$ cat src/rtl/core/sorted_key_table_assert.svh
// Assertion macros for the sorted key table; clocked on clk_i, disabled in reset.
`ifndef SORTED_KEY_TABLE_ASSERT_SVH
`define SORTED_KEY_TABLE_ASSERT_SVH

// pre in this cycle implies post in the same cycle
`define SKT_ASSERT_IMPL(label, pre, post, msg) \
  label: assert property (@(posedge clk_i) disable iff (!rst_ni) (pre) |-> (post)) \
    else $error(msg);

// pre in this cycle implies post in the next cycle
`define SKT_ASSERT_NEXT(label, pre, post, msg) \
  label: assert property (@(posedge clk_i) disable iff (!rst_ni) (pre) |=> (post)) \
    else $error(msg);

// cond never holds
`define SKT_ASSERT_NEVER(label, cond, msg) \
  label: assert property (@(posedge clk_i) disable iff (!rst_ni) !(cond)) \
    else $error(msg);

`endif

$ cat src/rtl/core/skt_pkg.sv
// Shared constants for the sorted key table.
`timescale 1ns / 1ps

package skt_pkg;

  localparam int unsigned SKT_CAPACITY = 64;

  localparam int unsigned KIND_W    = 2;
  localparam int unsigned KEY_W     = 32;
  localparam int unsigned POS_W     = 6;
  localparam int unsigned CNT_OUT_W = 7;

  localparam logic [KIND_W-1:0] KIND_INSERT = 2'd0;
  localparam logic [KIND_W-1:0] KIND_LOOKUP = 2'd1;
  localparam logic [KIND_W-1:0] KIND_DELETE = 2'd2;

endpackage

$ cat src/rtl/core/skt_if.sv
// Request and response channel interfaces of the sorted key table.
`timescale 1ns / 1ps

interface skt_req_if import skt_pkg::*; ();
  logic                     valid;
  logic                     ready;
  logic [KIND_W-1:0]        kind;
  logic signed [KEY_W-1:0]  key;

  modport source (output valid, output kind, output key, input ready);
  modport sink   (input valid, input kind, input key, output ready);
endinterface

interface skt_rsp_if import skt_pkg::*; ();
  logic                  valid;
  logic                  ready;
  logic                  success;
  logic [POS_W-1:0]      position;
  logic [CNT_OUT_W-1:0]  entry_count;

  modport source (output valid, output success, output position, output entry_count,
                  input ready);
  modport sink   (input valid, input success, input position, input entry_count,
                  output ready);
endinterface

$ cat src/rtl/core/sorted_key_table.sv
// Sorted key table: microcoded insert, binary-search lookup and delete.
//
//   channel  dir  modport  payload
//   req_i    in   sink     kind[1:0], key[31:0] signed
//   rsp_o    out  source   success, position[5:0], entry_count[6:0]
//
// One item at a time. Insert shifts each larger key up by one, then writes the new key.
// Lookup and delete binary-search the table; a hit on delete shifts the keys above it down.
// Slowest item: delete of the lowest key in a full table, set by the one-key-per-cycle shift.
// Reset clears the step, the entry count and the output register; key memory needs no clearing.
// A new request is taken while the previous response still waits in the output register.
`timescale 1ns / 1ps
`include "sorted_key_table_assert.svh"

module sorted_key_table import skt_pkg::*; #(
  parameter int unsigned CAPACITY = SKT_CAPACITY
) (
  input  logic        clk_i,
  input  logic        rst_ni,
  skt_req_if.sink     req_i,
  skt_rsp_if.source   rsp_o
);

  localparam int unsigned IDX_W = (CAPACITY > 1) ? $clog2(CAPACITY) : 1;
  localparam int unsigned CNT_W = $clog2(CAPACITY + 1);

  typedef enum logic [3:0] {
    ST_IDLE, ST_K0, ST_K1, ST_I0, ST_I1, ST_ISH, ST_IWR, ST_S0, ST_S1, ST_S2,
    ST_LHIT, ST_D0, ST_D1, ST_DEND, ST_FAIL
  } step_e;

  typedef enum logic [3:0] {
    OP_NONE, OP_LOAD, OP_RD_DOWN, OP_SHIFT_UP, OP_INS_DONE, OP_RD_MID, OP_NARROW,
    OP_LOOKUP_DONE, OP_RD_UP, OP_SHIFT_DOWN, OP_DEL_DONE, OP_FAIL_DONE
  } op_e;

  typedef enum logic [3:0] {
    C_ALWAYS, C_ACCEPT, C_IS_INSERT, C_IS_SEARCH, C_IS_LOOKUP, C_FULL, C_PTR_ZERO,
    C_SHIFT_MORE, C_SEARCH_EMPTY, C_HIT, C_DEL_MORE
  } cond_e;

  typedef struct packed {
    op_e   op;
    logic  res;
    cond_e cond;
    step_e jmp_t;
    step_e jmp_f;
  } ctrl_t;

  function automatic ctrl_t ucode(step_e s);
    ctrl_t w;
    unique case (s)
      ST_IDLE: w = '{OP_LOAD,        1'b0, C_ACCEPT,       ST_K0,   ST_IDLE};
      ST_K0:   w = '{OP_NONE,        1'b0, C_IS_INSERT,    ST_I0,   ST_K1};
      ST_K1:   w = '{OP_NONE,        1'b0, C_IS_SEARCH,    ST_S0,   ST_FAIL};
      ST_I0:   w = '{OP_NONE,        1'b0, C_FULL,         ST_FAIL, ST_I1};
      ST_I1:   w = '{OP_RD_DOWN,     1'b0, C_PTR_ZERO,     ST_IWR,  ST_ISH};
      ST_ISH:  w = '{OP_SHIFT_UP,    1'b0, C_SHIFT_MORE,   ST_ISH,  ST_IWR};
      ST_IWR:  w = '{OP_INS_DONE,    1'b1, C_ALWAYS,       ST_IDLE, ST_IDLE};
      ST_S0:   w = '{OP_RD_MID,      1'b0, C_SEARCH_EMPTY, ST_FAIL, ST_S1};
      ST_S1:   w = '{OP_NARROW,      1'b0, C_HIT,          ST_S2,   ST_S0};
      ST_S2:   w = '{OP_NONE,        1'b0, C_IS_LOOKUP,    ST_LHIT, ST_D0};
      ST_LHIT: w = '{OP_LOOKUP_DONE, 1'b1, C_ALWAYS,       ST_IDLE, ST_IDLE};
      ST_D0:   w = '{OP_RD_UP,       1'b0, C_DEL_MORE,     ST_D1,   ST_DEND};
      ST_D1:   w = '{OP_SHIFT_DOWN,  1'b0, C_DEL_MORE,     ST_D1,   ST_DEND};
      ST_DEND: w = '{OP_DEL_DONE,    1'b1, C_ALWAYS,       ST_IDLE, ST_IDLE};
      ST_FAIL: w = '{OP_FAIL_DONE,   1'b1, C_ALWAYS,       ST_IDLE, ST_IDLE};
      default: w = '{OP_NONE,        1'b0, C_ALWAYS,       ST_IDLE, ST_IDLE};
    endcase
    return w;
  endfunction

  logic signed [KEY_W-1:0] mem [CAPACITY];

  step_e                   step_q, step_d;
  logic [CNT_W-1:0]        count_q, count_d;
  logic                    out_valid_q, out_valid_d;
  logic                    succ_q, succ_d;
  logic [POS_W-1:0]        pos_q, pos_d;
  logic [CNT_OUT_W-1:0]    cnt_out_q, cnt_out_d;

  logic [KIND_W-1:0]       kind_q, kind_d;
  logic signed [KEY_W-1:0] key_q, key_d;
  logic [CNT_W-1:0]        lo_q, lo_d;
  logic [CNT_W-1:0]        hi1_q, hi1_d;
  logic [CNT_W-1:0]        ptr_q, ptr_d;
  logic signed [KEY_W-1:0] rdata_q;

  ctrl_t                   ctrl;
  logic                    advance;
  logic                    cond_true;
  logic                    req_fire;
  logic                    res_fire;
  logic [CNT_W:0]          mid_sum;
  logic [CNT_W-1:0]        mid;
  logic                    mem_we;
  logic [IDX_W-1:0]        mem_wa;
  logic signed [KEY_W-1:0] mem_wd;
  logic                    rd_en;
  logic [IDX_W-1:0]        rd_addr;
  logic [CNT_W-1:0]        rd_ptr;
  logic [CNT_W+POS_W-1:0]  ptr_ext;
  logic [CNT_W+CNT_OUT_W-1:0] cnt_ext;

  assign ctrl     = ucode(step_q);
  assign advance  = !(ctrl.res && out_valid_q && !rsp_o.ready);
  assign req_fire = req_i.valid && req_i.ready;
  assign res_fire = advance && ctrl.res;
  assign mid_sum  = {1'b0, lo_q} + {1'b0, hi1_q} - (CNT_W + 1)'(1);
  assign mid      = mid_sum[CNT_W:1];
  assign ptr_ext  = {{POS_W{1'b0}}, ptr_q};
  assign cnt_ext  = {{CNT_OUT_W{1'b0}}, count_d};

  assign req_i.ready       = (step_q == ST_IDLE);
  assign rsp_o.valid       = out_valid_q;
  assign rsp_o.success     = succ_q;
  assign rsp_o.position    = pos_q;
  assign rsp_o.entry_count = cnt_out_q;

  always_comb begin
    kind_d      = kind_q;
    key_d       = key_q;
    lo_d        = lo_q;
    hi1_d       = hi1_q;
    ptr_d       = ptr_q;
    count_d     = count_q;
    out_valid_d = out_valid_q && !rsp_o.ready;
    succ_d      = succ_q;
    pos_d       = pos_q;
    cnt_out_d   = cnt_out_q;
    mem_we      = 1'b0;
    mem_wa      = ptr_q[IDX_W-1:0];
    mem_wd      = key_q;
    rd_en       = 1'b0;
    rd_addr     = '0;
    rd_ptr      = '0;

    if (advance) begin
      case (ctrl.op)
        OP_LOAD: begin
          if (req_i.valid) begin
            kind_d = req_i.kind;
            key_d  = req_i.key;
            lo_d   = '0;
            hi1_d  = count_q;
            ptr_d  = count_q;
          end
        end
        OP_SHIFT_UP: begin
          if (rdata_q > key_q) begin
            mem_we = 1'b1;
            mem_wd = rdata_q;
            ptr_d  = ptr_q - CNT_W'(1);
          end
        end
        OP_INS_DONE: begin
          mem_we  = 1'b1;
          count_d = count_q + CNT_W'(1);
        end
        OP_NARROW: begin
          if (rdata_q == key_q) begin
            ptr_d = mid;
          end else if (rdata_q < key_q) begin
            lo_d = mid + CNT_W'(1);
          end else begin
            hi1_d = mid;
          end
        end
        OP_SHIFT_DOWN: begin
          mem_we = 1'b1;
          mem_wd = rdata_q;
          ptr_d  = ptr_q + CNT_W'(1);
        end
        OP_DEL_DONE: count_d = count_q - CNT_W'(1);
        default: ;
      endcase

      case (ctrl.op)
        OP_RD_DOWN, OP_SHIFT_UP: begin
          rd_en   = 1'b1;
          rd_ptr  = ptr_d - CNT_W'(1);
          rd_addr = rd_ptr[IDX_W-1:0];
        end
        OP_RD_UP, OP_SHIFT_DOWN: begin
          rd_en   = 1'b1;
          rd_ptr  = ptr_d + CNT_W'(1);
          rd_addr = rd_ptr[IDX_W-1:0];
        end
        OP_RD_MID: begin
          rd_en   = 1'b1;
          rd_addr = mid[IDX_W-1:0];
        end
        default: ;
      endcase

      if (ctrl.res) begin
        out_valid_d = 1'b1;
        succ_d      = (ctrl.op != OP_FAIL_DONE);
        pos_d       = (ctrl.op == OP_LOOKUP_DONE) ? ptr_ext[POS_W-1:0] : '0;
        cnt_out_d   = cnt_ext[CNT_OUT_W-1:0];
      end
    end
  end

  always_comb begin
    case (ctrl.cond)
      C_ALWAYS:       cond_true = 1'b1;
      C_ACCEPT:       cond_true = req_i.valid;
      C_IS_INSERT:    cond_true = (kind_q == KIND_INSERT);
      C_IS_SEARCH:    cond_true = (kind_q == KIND_LOOKUP) || (kind_q == KIND_DELETE);
      C_IS_LOOKUP:    cond_true = (kind_q == KIND_LOOKUP);
      C_FULL:         cond_true = (count_q == CNT_W'(CAPACITY));
      C_PTR_ZERO:     cond_true = (ptr_q == '0);
      C_SHIFT_MORE:   cond_true = (rdata_q > key_q) && (ptr_q != CNT_W'(1));
      C_SEARCH_EMPTY: cond_true = (lo_q >= hi1_q);
      C_HIT:          cond_true = (rdata_q == key_q);
      C_DEL_MORE:     cond_true = ({1'b0, ptr_d} + (CNT_W + 1)'(1)) < {1'b0, count_q};
      default:        cond_true = 1'b0;
    endcase
    if (!advance) begin
      step_d = step_q;
    end else if (cond_true) begin
      step_d = ctrl.jmp_t;
    end else begin
      step_d = ctrl.jmp_f;
    end
  end

  always_ff @(posedge clk_i or negedge rst_ni) begin
    if (!rst_ni) begin
      step_q      <= ST_IDLE;
      count_q     <= '0;
      out_valid_q <= 1'b0;
      succ_q      <= 1'b0;
      pos_q       <= '0;
      cnt_out_q   <= '0;
    end else begin
      step_q      <= step_d;
      count_q     <= count_d;
      out_valid_q <= out_valid_d;
      succ_q      <= succ_d;
      pos_q       <= pos_d;
      cnt_out_q   <= cnt_out_d;
    end
  end

  always_ff @(posedge clk_i) begin
    kind_q <= kind_d;
    key_q  <= key_d;
    lo_q   <= lo_d;
    hi1_q  <= hi1_d;
    ptr_q  <= ptr_d;
  end

  always_ff @(posedge clk_i) begin
    if (mem_we) begin
      mem[mem_wa] <= mem_wd;
    end
    if (rd_en) begin
      rdata_q <= mem[rd_addr];
    end
  end

  `SKT_ASSERT_NEXT(a_accept_dispatch, req_fire, step_q == ST_K0, "accepted item not dispatched")
  `SKT_ASSERT_NEVER(a_no_rsp_overwrite, res_fire && out_valid_q && !rsp_o.ready, "response overwritten")
  `SKT_ASSERT_IMPL(a_search_bounds, step_q == ST_S1, lo_q < hi1_q && hi1_q <= count_q, "search window out of range")
  `SKT_ASSERT_NEXT(a_insert_count, step_q == ST_IWR && advance, count_q == $past(count_q) + CNT_W'(1), "insert did not bump count")
  `SKT_ASSERT_NEVER(a_count_bound, count_q > CNT_W'(CAPACITY), "entry count above capacity")

endmodule

$ cat src/flat_wrapper.sv
// flat-port wrapper written by rule: the top's interface ports become plain ports
module sorted_key_table_flat import skt_pkg::*;
#(
  parameter int unsigned CAPACITY = SKT_CAPACITY
)
  (clk_i, rst_ni, req_i_valid, req_i_kind, req_i_key, req_i_ready, rsp_o_valid, rsp_o_success, rsp_o_position, rsp_o_entry_count, rsp_o_ready);
  skt_req_if req_i_i ();
  skt_rsp_if rsp_o_i ();
  input  logic clk_i;
  input  logic rst_ni;
  input wire logic [$bits(req_i_i.valid)-1:0] req_i_valid;
  input wire logic [$bits(req_i_i.kind)-1:0] req_i_kind;
  input wire logic [$bits(req_i_i.key)-1:0] req_i_key;
  output wire logic [$bits(req_i_i.ready)-1:0] req_i_ready;
  output wire logic [$bits(rsp_o_i.valid)-1:0] rsp_o_valid;
  output wire logic [$bits(rsp_o_i.success)-1:0] rsp_o_success;
  output wire logic [$bits(rsp_o_i.position)-1:0] rsp_o_position;
  output wire logic [$bits(rsp_o_i.entry_count)-1:0] rsp_o_entry_count;
  input wire logic [$bits(rsp_o_i.ready)-1:0] rsp_o_ready;
  assign req_i_i.valid = req_i_valid;
  assign req_i_i.kind = req_i_kind;
  assign req_i_i.key = req_i_key;
  assign req_i_ready = req_i_i.ready;
  assign rsp_o_valid = rsp_o_i.valid;
  assign rsp_o_success = rsp_o_i.success;
  assign rsp_o_position = rsp_o_i.position;
  assign rsp_o_entry_count = rsp_o_i.entry_count;
  assign rsp_o_i.ready = rsp_o_ready;
  sorted_key_table #(.CAPACITY(CAPACITY)) u_core (.clk_i(clk_i), .rst_ni(rst_ni), .req_i(req_i_i), .rsp_o(rsp_o_i));
endmodule
$ cat config.mk
export PLATFORM = sky130hd
export DESIGN_NAME = sorted_key_table_flat
export DESIGN_NICKNAME = d
export VERILOG_FILES = /design/src/rtl/core/skt_pkg.sv /design/src/rtl/core/skt_if.sv /design/src/rtl/core/sorted_key_table.sv /design/src/flat_wrapper.sv
export VERILOG_INCLUDE_DIRS = /design/src /design/src/rtl/core
export SDC_FILE = /design/constraint.sdc
export NUM_CORES = 2
export LEC_CHECK = 0
export ABC_AREA = 0
export BUFFER_PORTS_ARGS = -buffer_cell sky130_fd_sc_hd__buf_2
export CAP_MARGIN = 20
export CORE_MARGIN = 4
export CORE_UTILIZATION = 60
export DETAILED_ROUTE_END_ITERATION = 8
export PLACE_DENSITY = 0.76
export SLEW_MARGIN = 20
export SYNTH_ARGS = -nofsm -noshare
export SYNTH_HDL_FRONTEND = slang
export SYNTH_SLANG_ARGS = --single-unit
$ cat constraint.sdc
create_clock -name clk_i -period 8.3 [get_ports clk_i]
set_clock_uncertainty 0.15 [all_clocks]
set_input_delay 0.415 -clock clk_i [delete_from_list [all_inputs] [get_ports clk_i]]
set_output_delay 0.415 -clock clk_i [all_outputs]
set_load 0.005 [all_outputs]
### Word level (Yosys, flattened, before mapping)

Memories as Yosys holds them, arrays and structs flattened. A register that Yosys moved wholly into a read port is not among the register bits.
Index checks and enable logic that the tools add are counted.

| word-level totals | value |
|---|---|
| logic and storage cells | 110 |
| register bits | 81 |
| ROM bits | 272 |
| memories | 2 |
| output and inout port bits | 16 |
| bits of input ports | 38 |
| bits in writable memories | 2048 |

| operators by class | value |
|---|---|
| equal/unequal tests | 30 |
| $add $sub $neg | 10 |
| reductions and logical operators | 19 |
| bitwise operators | 1 |
| muxes and demuxes | 33 |
| magnitude comparators | 4 |

Memory list:

| memory | depth | bits a word | read ports | clocked after Yosys merged registers in | wr ports | line | text |
|---|---|---|---|---|---|---|---|
| u_core.mem | 64 | 32 | 1 | 1 | 1 | sorted_key_table.sv:73 | `logic signed [KEY_W-1:0] mem [CAPACITY];` |
| (name not given) | 16 | 17 | 1 | 0 | 0 | sorted_key_table.sv:52 | `unique case (s)` |

Operators with widths:

| kind | count |
|---|---|
| 7-bit two-way mux | 12 |
| 32-bit two-way mux | 2 |
| 32-bit case mux with 2 select lines | 1 |
| 7-bit case mux with 2 select lines | 3 |
| 32-bit equality test | 1 |
| 4-bit by 3-bit equality test with 1-bit output (second input constant) | 8 |
| 32-bit greater-than comparator | 1 |
| 32-bit less-than comparator | 1 |
| 7-bit case mux with 4 select lines | 1 |
| 4-bit equality test (second input constant) | 6 |
| 7-bit by 1-bit adder with 7-bit output (second input constant) | 3 |
| 6-bit case mux with 3 select lines | 1 |
| 4-bit by 2-bit equality test with 1-bit output (second input constant) | 4 |
| 7-bit by 1-bit subtractor with 7-bit output (second input constant) | 2 |
| 6-bit two-way mux | 2 |
| 1-bit case mux with 11 select lines | 1 |
| 5-bit AND reduction | 2 |
| 7-bit by 1-bit adder with 8-bit output (second input constant) | 1 |
| 7-bit by 7-bit adder with 8-bit output | 1 |
| 4-bit by 1-bit equality test with 1-bit output (second input constant) | 2 |
| 4-bit logical NOT | 2 |
| 8-bit by 7-bit less-than comparator with 1-bit output | 1 |
| 1-bit two-way mux | 8 |
| 8-bit by 1-bit subtractor with 8-bit output (second input constant) | 1 |
| 23 further kinds | 30 |

### Longest topological paths before layout

| depth | value |
|---|---|
| depth after elaboration | 10 |
| gate-level depth with buffers | 29 |
| gate-level depth less buffers | 27 |

### Worst setup path after synthesis

No wires, ideal clock.

| timing path | value |
|---|---|
| path kind | flip-flop to flip-flop |
| from | reg u_core.step_q[0] |
| to | mem u_core.mem[0][31], data pin |
| path buffers | 6 |
| setup slack | 1850 ps |
| library setup time | 702 ps |
| data required time | 7448 ps |
| cell stages (with the launch flop) | 14 |
| period minus slack after synthesis | 6450 ps |
| arrival | 5598 ps |
| cell sequence | dfrtp_1 > buf_2 > inv_1 > ha_1 > and3_1 > a21oi_1 > nor2_1 > clkbuf_1 > clkbuf_1 > clkbuf_1 > clkbuf_1 > a21oi_1 > clkbuf_1 > o21ai_0 |

| between the ends | value |
|---|---|
| word-level cells in the longest chain between the ends | 4 |
| elaborated cells between the ends (all ways) | 7 |
| classes of those cells | eq/ne (2); mux (2); reduce/logical (2); memory (1) |

RTL lines:

| what | line | text |
|---|---|---|
| start, declared | sorted_key_table.sv:75 | `step_e step_q, step_d;` |
| start signal, assigned | sorted_key_table.sv:238 | `step_q <= step_d;` |
| memory 16 x 17 bit * | -- |  |
| 4-bit equality test, or another cell as far along | -- |  |
| 32-bit case mux with 2 select lines / 1-bit logical AND (equally long branches) | sorted_key_table.sv:139, sorted_key_table.sv:106 |  |
| 32-bit two-way mux * | sorted_key_table.sv:138 | `if (advance) begin` |
| named net u_core.mem_wd[31] | sorted_key_table.sv:98 | `logic signed [KEY_W-1:0] mem_wd;` |
| end, declared | sorted_key_table.sv:73 |  |

Mark *: on every way through the listed nets, which the timed path passes. The rest lies on a longest branch.

### Worst setup path after layout

| timing path | value |
|---|---|
| from | reg u_core.step_q[0] |
| to | reg u_core.rdata_q[15] (read register of u_core.mem), data pin |

| between the ends | value |
|---|---|
| word-level cells in the longest chain between the ends | 7 |
| elaborated cells between the ends (all ways) | 21 |
| classes of those cells | add/sub (2); eq/ne (7); mux (6); reduce/logical (5); memory (1) |

RTL lines:

| what | line | text |
|---|---|---|
| memory 16 x 17 bit * | -- |  |
| 4-bit equality test, or another cell as far along | -- |  |
| 7-bit case mux with 4 select lines | sorted_key_table.sv:139 | `case (ctrl.op)` |
| 7-bit two-way mux | sorted_key_table.sv:138 |  |
| 6-bit by 1-bit adder with 6-bit output / 6-bit by 1-bit subtractor with 6-bit output (equally long branches) | sorted_key_table.sv:186, sorted_key_table.sv:181 |  |
| 6-bit case mux with 3 select lines | sorted_key_table.sv:178 | `case (ctrl.op)` |
| 6-bit two-way mux | sorted_key_table.sv:138 |  |
| end, declared | sorted_key_table.sv:87 | `logic signed [KEY_W-1:0] rdata_q;` |

Mark *: on every way between the ends. The rest lies on a longest branch, timed or not. The select of a mux whose other input is x is not followed.
A chain may end at the register's enable or synchronous reset.

==> results.py <==
metrics = {
    "synthesis": {
        "synth_area_um2": 88800,
        "syn_area_per_cell_um2": 14.2,
        "ys_types": 97,
        "synth_cells": 6265,
        "synth_enable_flop_cells": 2128,
        "ys_seq_area_share_pct": 72.9,
        "yosys.area.top_type": "edfxtp_1",
        "yosys_warnings": 0,
        "async_flop_share_pct": 1.20,
        "synth-main-ff-cell": "edfxtp_1",
        "synth_top_area_share_pct": 72.0,
        "synth.most_common_cell": "edfxtp_1",
        "synthTopCellsByArea": "edfxtp_1 72%, nand2_1 3.1%, or3_1 2.5%",
        "ys_ff_latch": 2161,
        "synth_commonest_cells": "2128 x edfxtp_1, 730 x nand2_1, 418 x o21ai_0",
        "synth.net_count": 6392,
    },
    "layout": {
        "nets": 6520,
        "areaGrowthSynthToFinish_pct": 12.4,
        "fillCellCount": 9440,
        "final_layout_size_suffix_gt1_share_pct": 12.7,
        "multi_input_area_um2": 22800,
        "final_area_um2": 99800,
        "ff_latch_area_um2": 64700,
    },
    "timing": {
        "drv_slew": 0,
        "setup_viol": 0,
        "tightest_slew_ns": 1.31,
        "hold_violations": 0,
        "fin_setup_tns_ns": 0,
        "rsz0062_at_grt": "false",
        "period_needed_ns": 7.84,
        "timing.fmax_mhz": 128,
        "maxSlewHeadroom_pct": 12.4,
        "post-route-period-util_pct": 94.4,
    },
    "die": {
        "die_w_um": 393,
        "die_area_um2": 154000,
        "rows": 140,
        "start_util_pct": 60.7,
        "chipHeight_um": 393,
        "core_region_area_um2": 146000,
        "ios": 54,
    },
    "clocking": {
        "h-tree-depth": 4,
        "path_clk_slew_ns": 0.06,
        "cts_root_buf": "clkbuf_16",
        "cts_tree": "yes",
        "cts_buffers": 203,
        "clkSinkCount": 2161,
        "cts_buffer_depth": 3,
        "postCtsSetupBuffers": 0,
        "clk_latency_ns": 0.85,
    },
    "worst_setup_path": {
        "slowest_stage": "nor2_1",
        "r2r.worst_path.cells": 19,
        "worstPathCellList": "inv_1, ha_1, mux2_4, a221o_1, or3_1, o22ai_1, o21ai_0, o21ai_0, inv_1, fa_1, xor2_1, o21ai_4, nand2_4, buf_4, nor2_1, a221oi_1, a22o_1, o22ai_1, or3_1",
        "cp.required_ns": 8.82,
        "critPathLaunch": "u_core.step_q[0]",
        "crit_end": "u_core.rdata_q[15]",
        "crit_fanout": 25,
        "path_class": "reg -> reg",
        "slowest_delay_ns": 0.88,
        "regToRegSetupSlack_ns": 0.46,
        "crit_arrival_ns": 8.35,
        "r2r-end": "u_core.rdata_q[15]",
        "crit_path_end_kind": "flop",
        "r2r-start": "u_core.step_q[0]",
        "cp-start-kind": "flop",
    },
    "job": {
        "maxCapViolCount": 0,
    },
    "placement": {
        "place_area_um2": 93000,
        "place_congestion": 0.943,
        "io_buffers": 53,
        "post-dp-hpwl_um": 163000,
    },
    "route": {
        "post_drt_wl_per_cell_um": 33.2,
        "drtIter0Drc": 11300,
        "antenna_left": 0,
        "via_per_inst": 7.13,
        "first_pass_iters": 8,
        "via_count": 60500,
        "route.detailed.drc": 0,
        "wirelength_um": 281000,
    },
    "global_route": {
        "grt_use_met3_pct": 11.3,
        "grt_max_degree": 157,
        "grt-busiest-layer": "met2",
        "met1_usage_pct": 48.4,
        "globalRoute.totalOverflow": 0,
        "antenna_found_initial": 13,
        "use_met2_pct": 53.1,
        "grt_pass1_vias": 57400,
        "grt.total_usage_pct": 36.2,
        "grt_pass1_wl_um": 400000,
    },
    "worst_hold_path": {
        "worstHoldPathType": "in -> reg",
        "hold_start": "req_i_key[1]",
    },
    "outcome": {
        "status": "finished, final reports clean",
    },
}
## flip-flops by register name (all words and copies together), names as in the netlist
name / cells
u_core.rsp_o.valid: 1
u_core.ptr_q: 7
u_core.lo_q: 7
u_core.step_q: 4
u_core.key_q: 32
u_core.rsp_o.entry_count: 7
u_core.mem: 2048
u_core.rsp_o.position: 6
u_core.hi1_q: 7
u_core.count_q: 7
u_core.kind_q: 2
u_core.rdata_q: 32
u_core.rsp_o.success: 1
## final cells by class
cell class	instances	share of cell area, %
clock buffer	252	5.34
inverter	90	0.339
timing repair buffer	368	3.22
clock inverter	119	0.983
sequential	2161	64.8
tap	1917	2.40
multi-input combinational	3569	22.9
antenna	7	0.0176
## worst min path at each step
stage,to,depth (start not counted)
after CTS,u_core.key_q[16],2
final,u_core.key_q[1],2
after global routing,u_core.key_q[1],2
after detailed placement,u_core.rsp_o.entry_count[0],1
after floorplan,u_core.count_q[0],0
after global placement,u_core.step_q[3],1
## layer usage
metal | up-vias | part of all wire, %
li1 | 24500 | -
met1 | 29300 | 34
met2 | 5575 | 44
met3 | 1072 | 16
met4 | 10 | 6.7
met5 | - | 0.018
## worst max-delay path, delay by kind of cell, from the launching register on
kind,cells,cell delay (ns)
AO/OA/AOI/OAI,8,2.72
buffers and inverters,3,0.73
adder cells (fa/ha/maj),2,0.80
XOR/XNOR,1,0.21
AND/OR/NAND/NOR,4,2.09
flip-flops,1,0.62
multiplexers,1,0.31
## stage by stage
| stage | hold slack [ns] | cells | utilization [%] | worst slack [ns] |
|---|---|---|---|---|
| final | 0.137 | 8483 | 68.2 | 0.462 |
| after global placement | 0.292 | 8062 | 63.5 | 0.148 |
| after global routing | 0.139 | 8476 | 68.2 | 0.215 |
| after detailed placement | 0.302 | 8064 | 63.6 | 0.370 |
| after floorplan | -0.0306 | 6265 | - | 1.85 |
| after CTS | 0.0764 | 8473 | 68.1 | 0.282 |
## what timing repair did
action / in CTS / in global routing
endpoints found under the setup margin: 0 / 3
endpoints found under the hold margin: 61 / 0
hold buffers: 38 / 0
gates resized for setup: 0 / 3
## cells by family (layout without fill, tap and decap cells)
family / after synthesis / after routing / synth area share [%]
adder cells (fa/ha/maj): 89 / 89 / 1.28
buffers and inverters: 535 / 829 / 2.61
XOR/XNOR: 30 / 30 / 0.296
AO/OA/AOI/OAI: 1484 / 1484 / 10.5
other: 0 / 7 / 0
flip-flops: 2161 / 2161 / 72.9
multiplexers: 200 / 200 / 3.10
AND/OR/NAND/NOR: 1766 / 1766 / 9.35
## cell usage in the layout, fill, tap and decap left out, types with 36 or more instances in the layout
cell	instances
edfxtp_1	2128
nand2_1	722
o21ai_0	387
a21oi_1	366
or3_1	359
buf_4	240
nor2_1	217
clkbuf_16	206
o22ai_1	144
nor3_1	130
mux2i_1	125
o211ai_1	119
o221ai_1	115
nand3_1	101
a211oi_1	93
inv_1	88
ha_1	86
nor2_4	63
clkinv_1	58
mux4_2	58
nor4_1	53
buf_2	53
clkbuf_1	46
dlygate4sd3_1	37
buf_12	36
Power is left out: the tool's default activity adds up to more than one toggle a clock period on the data nets, which glitch-free logic cannot reach.
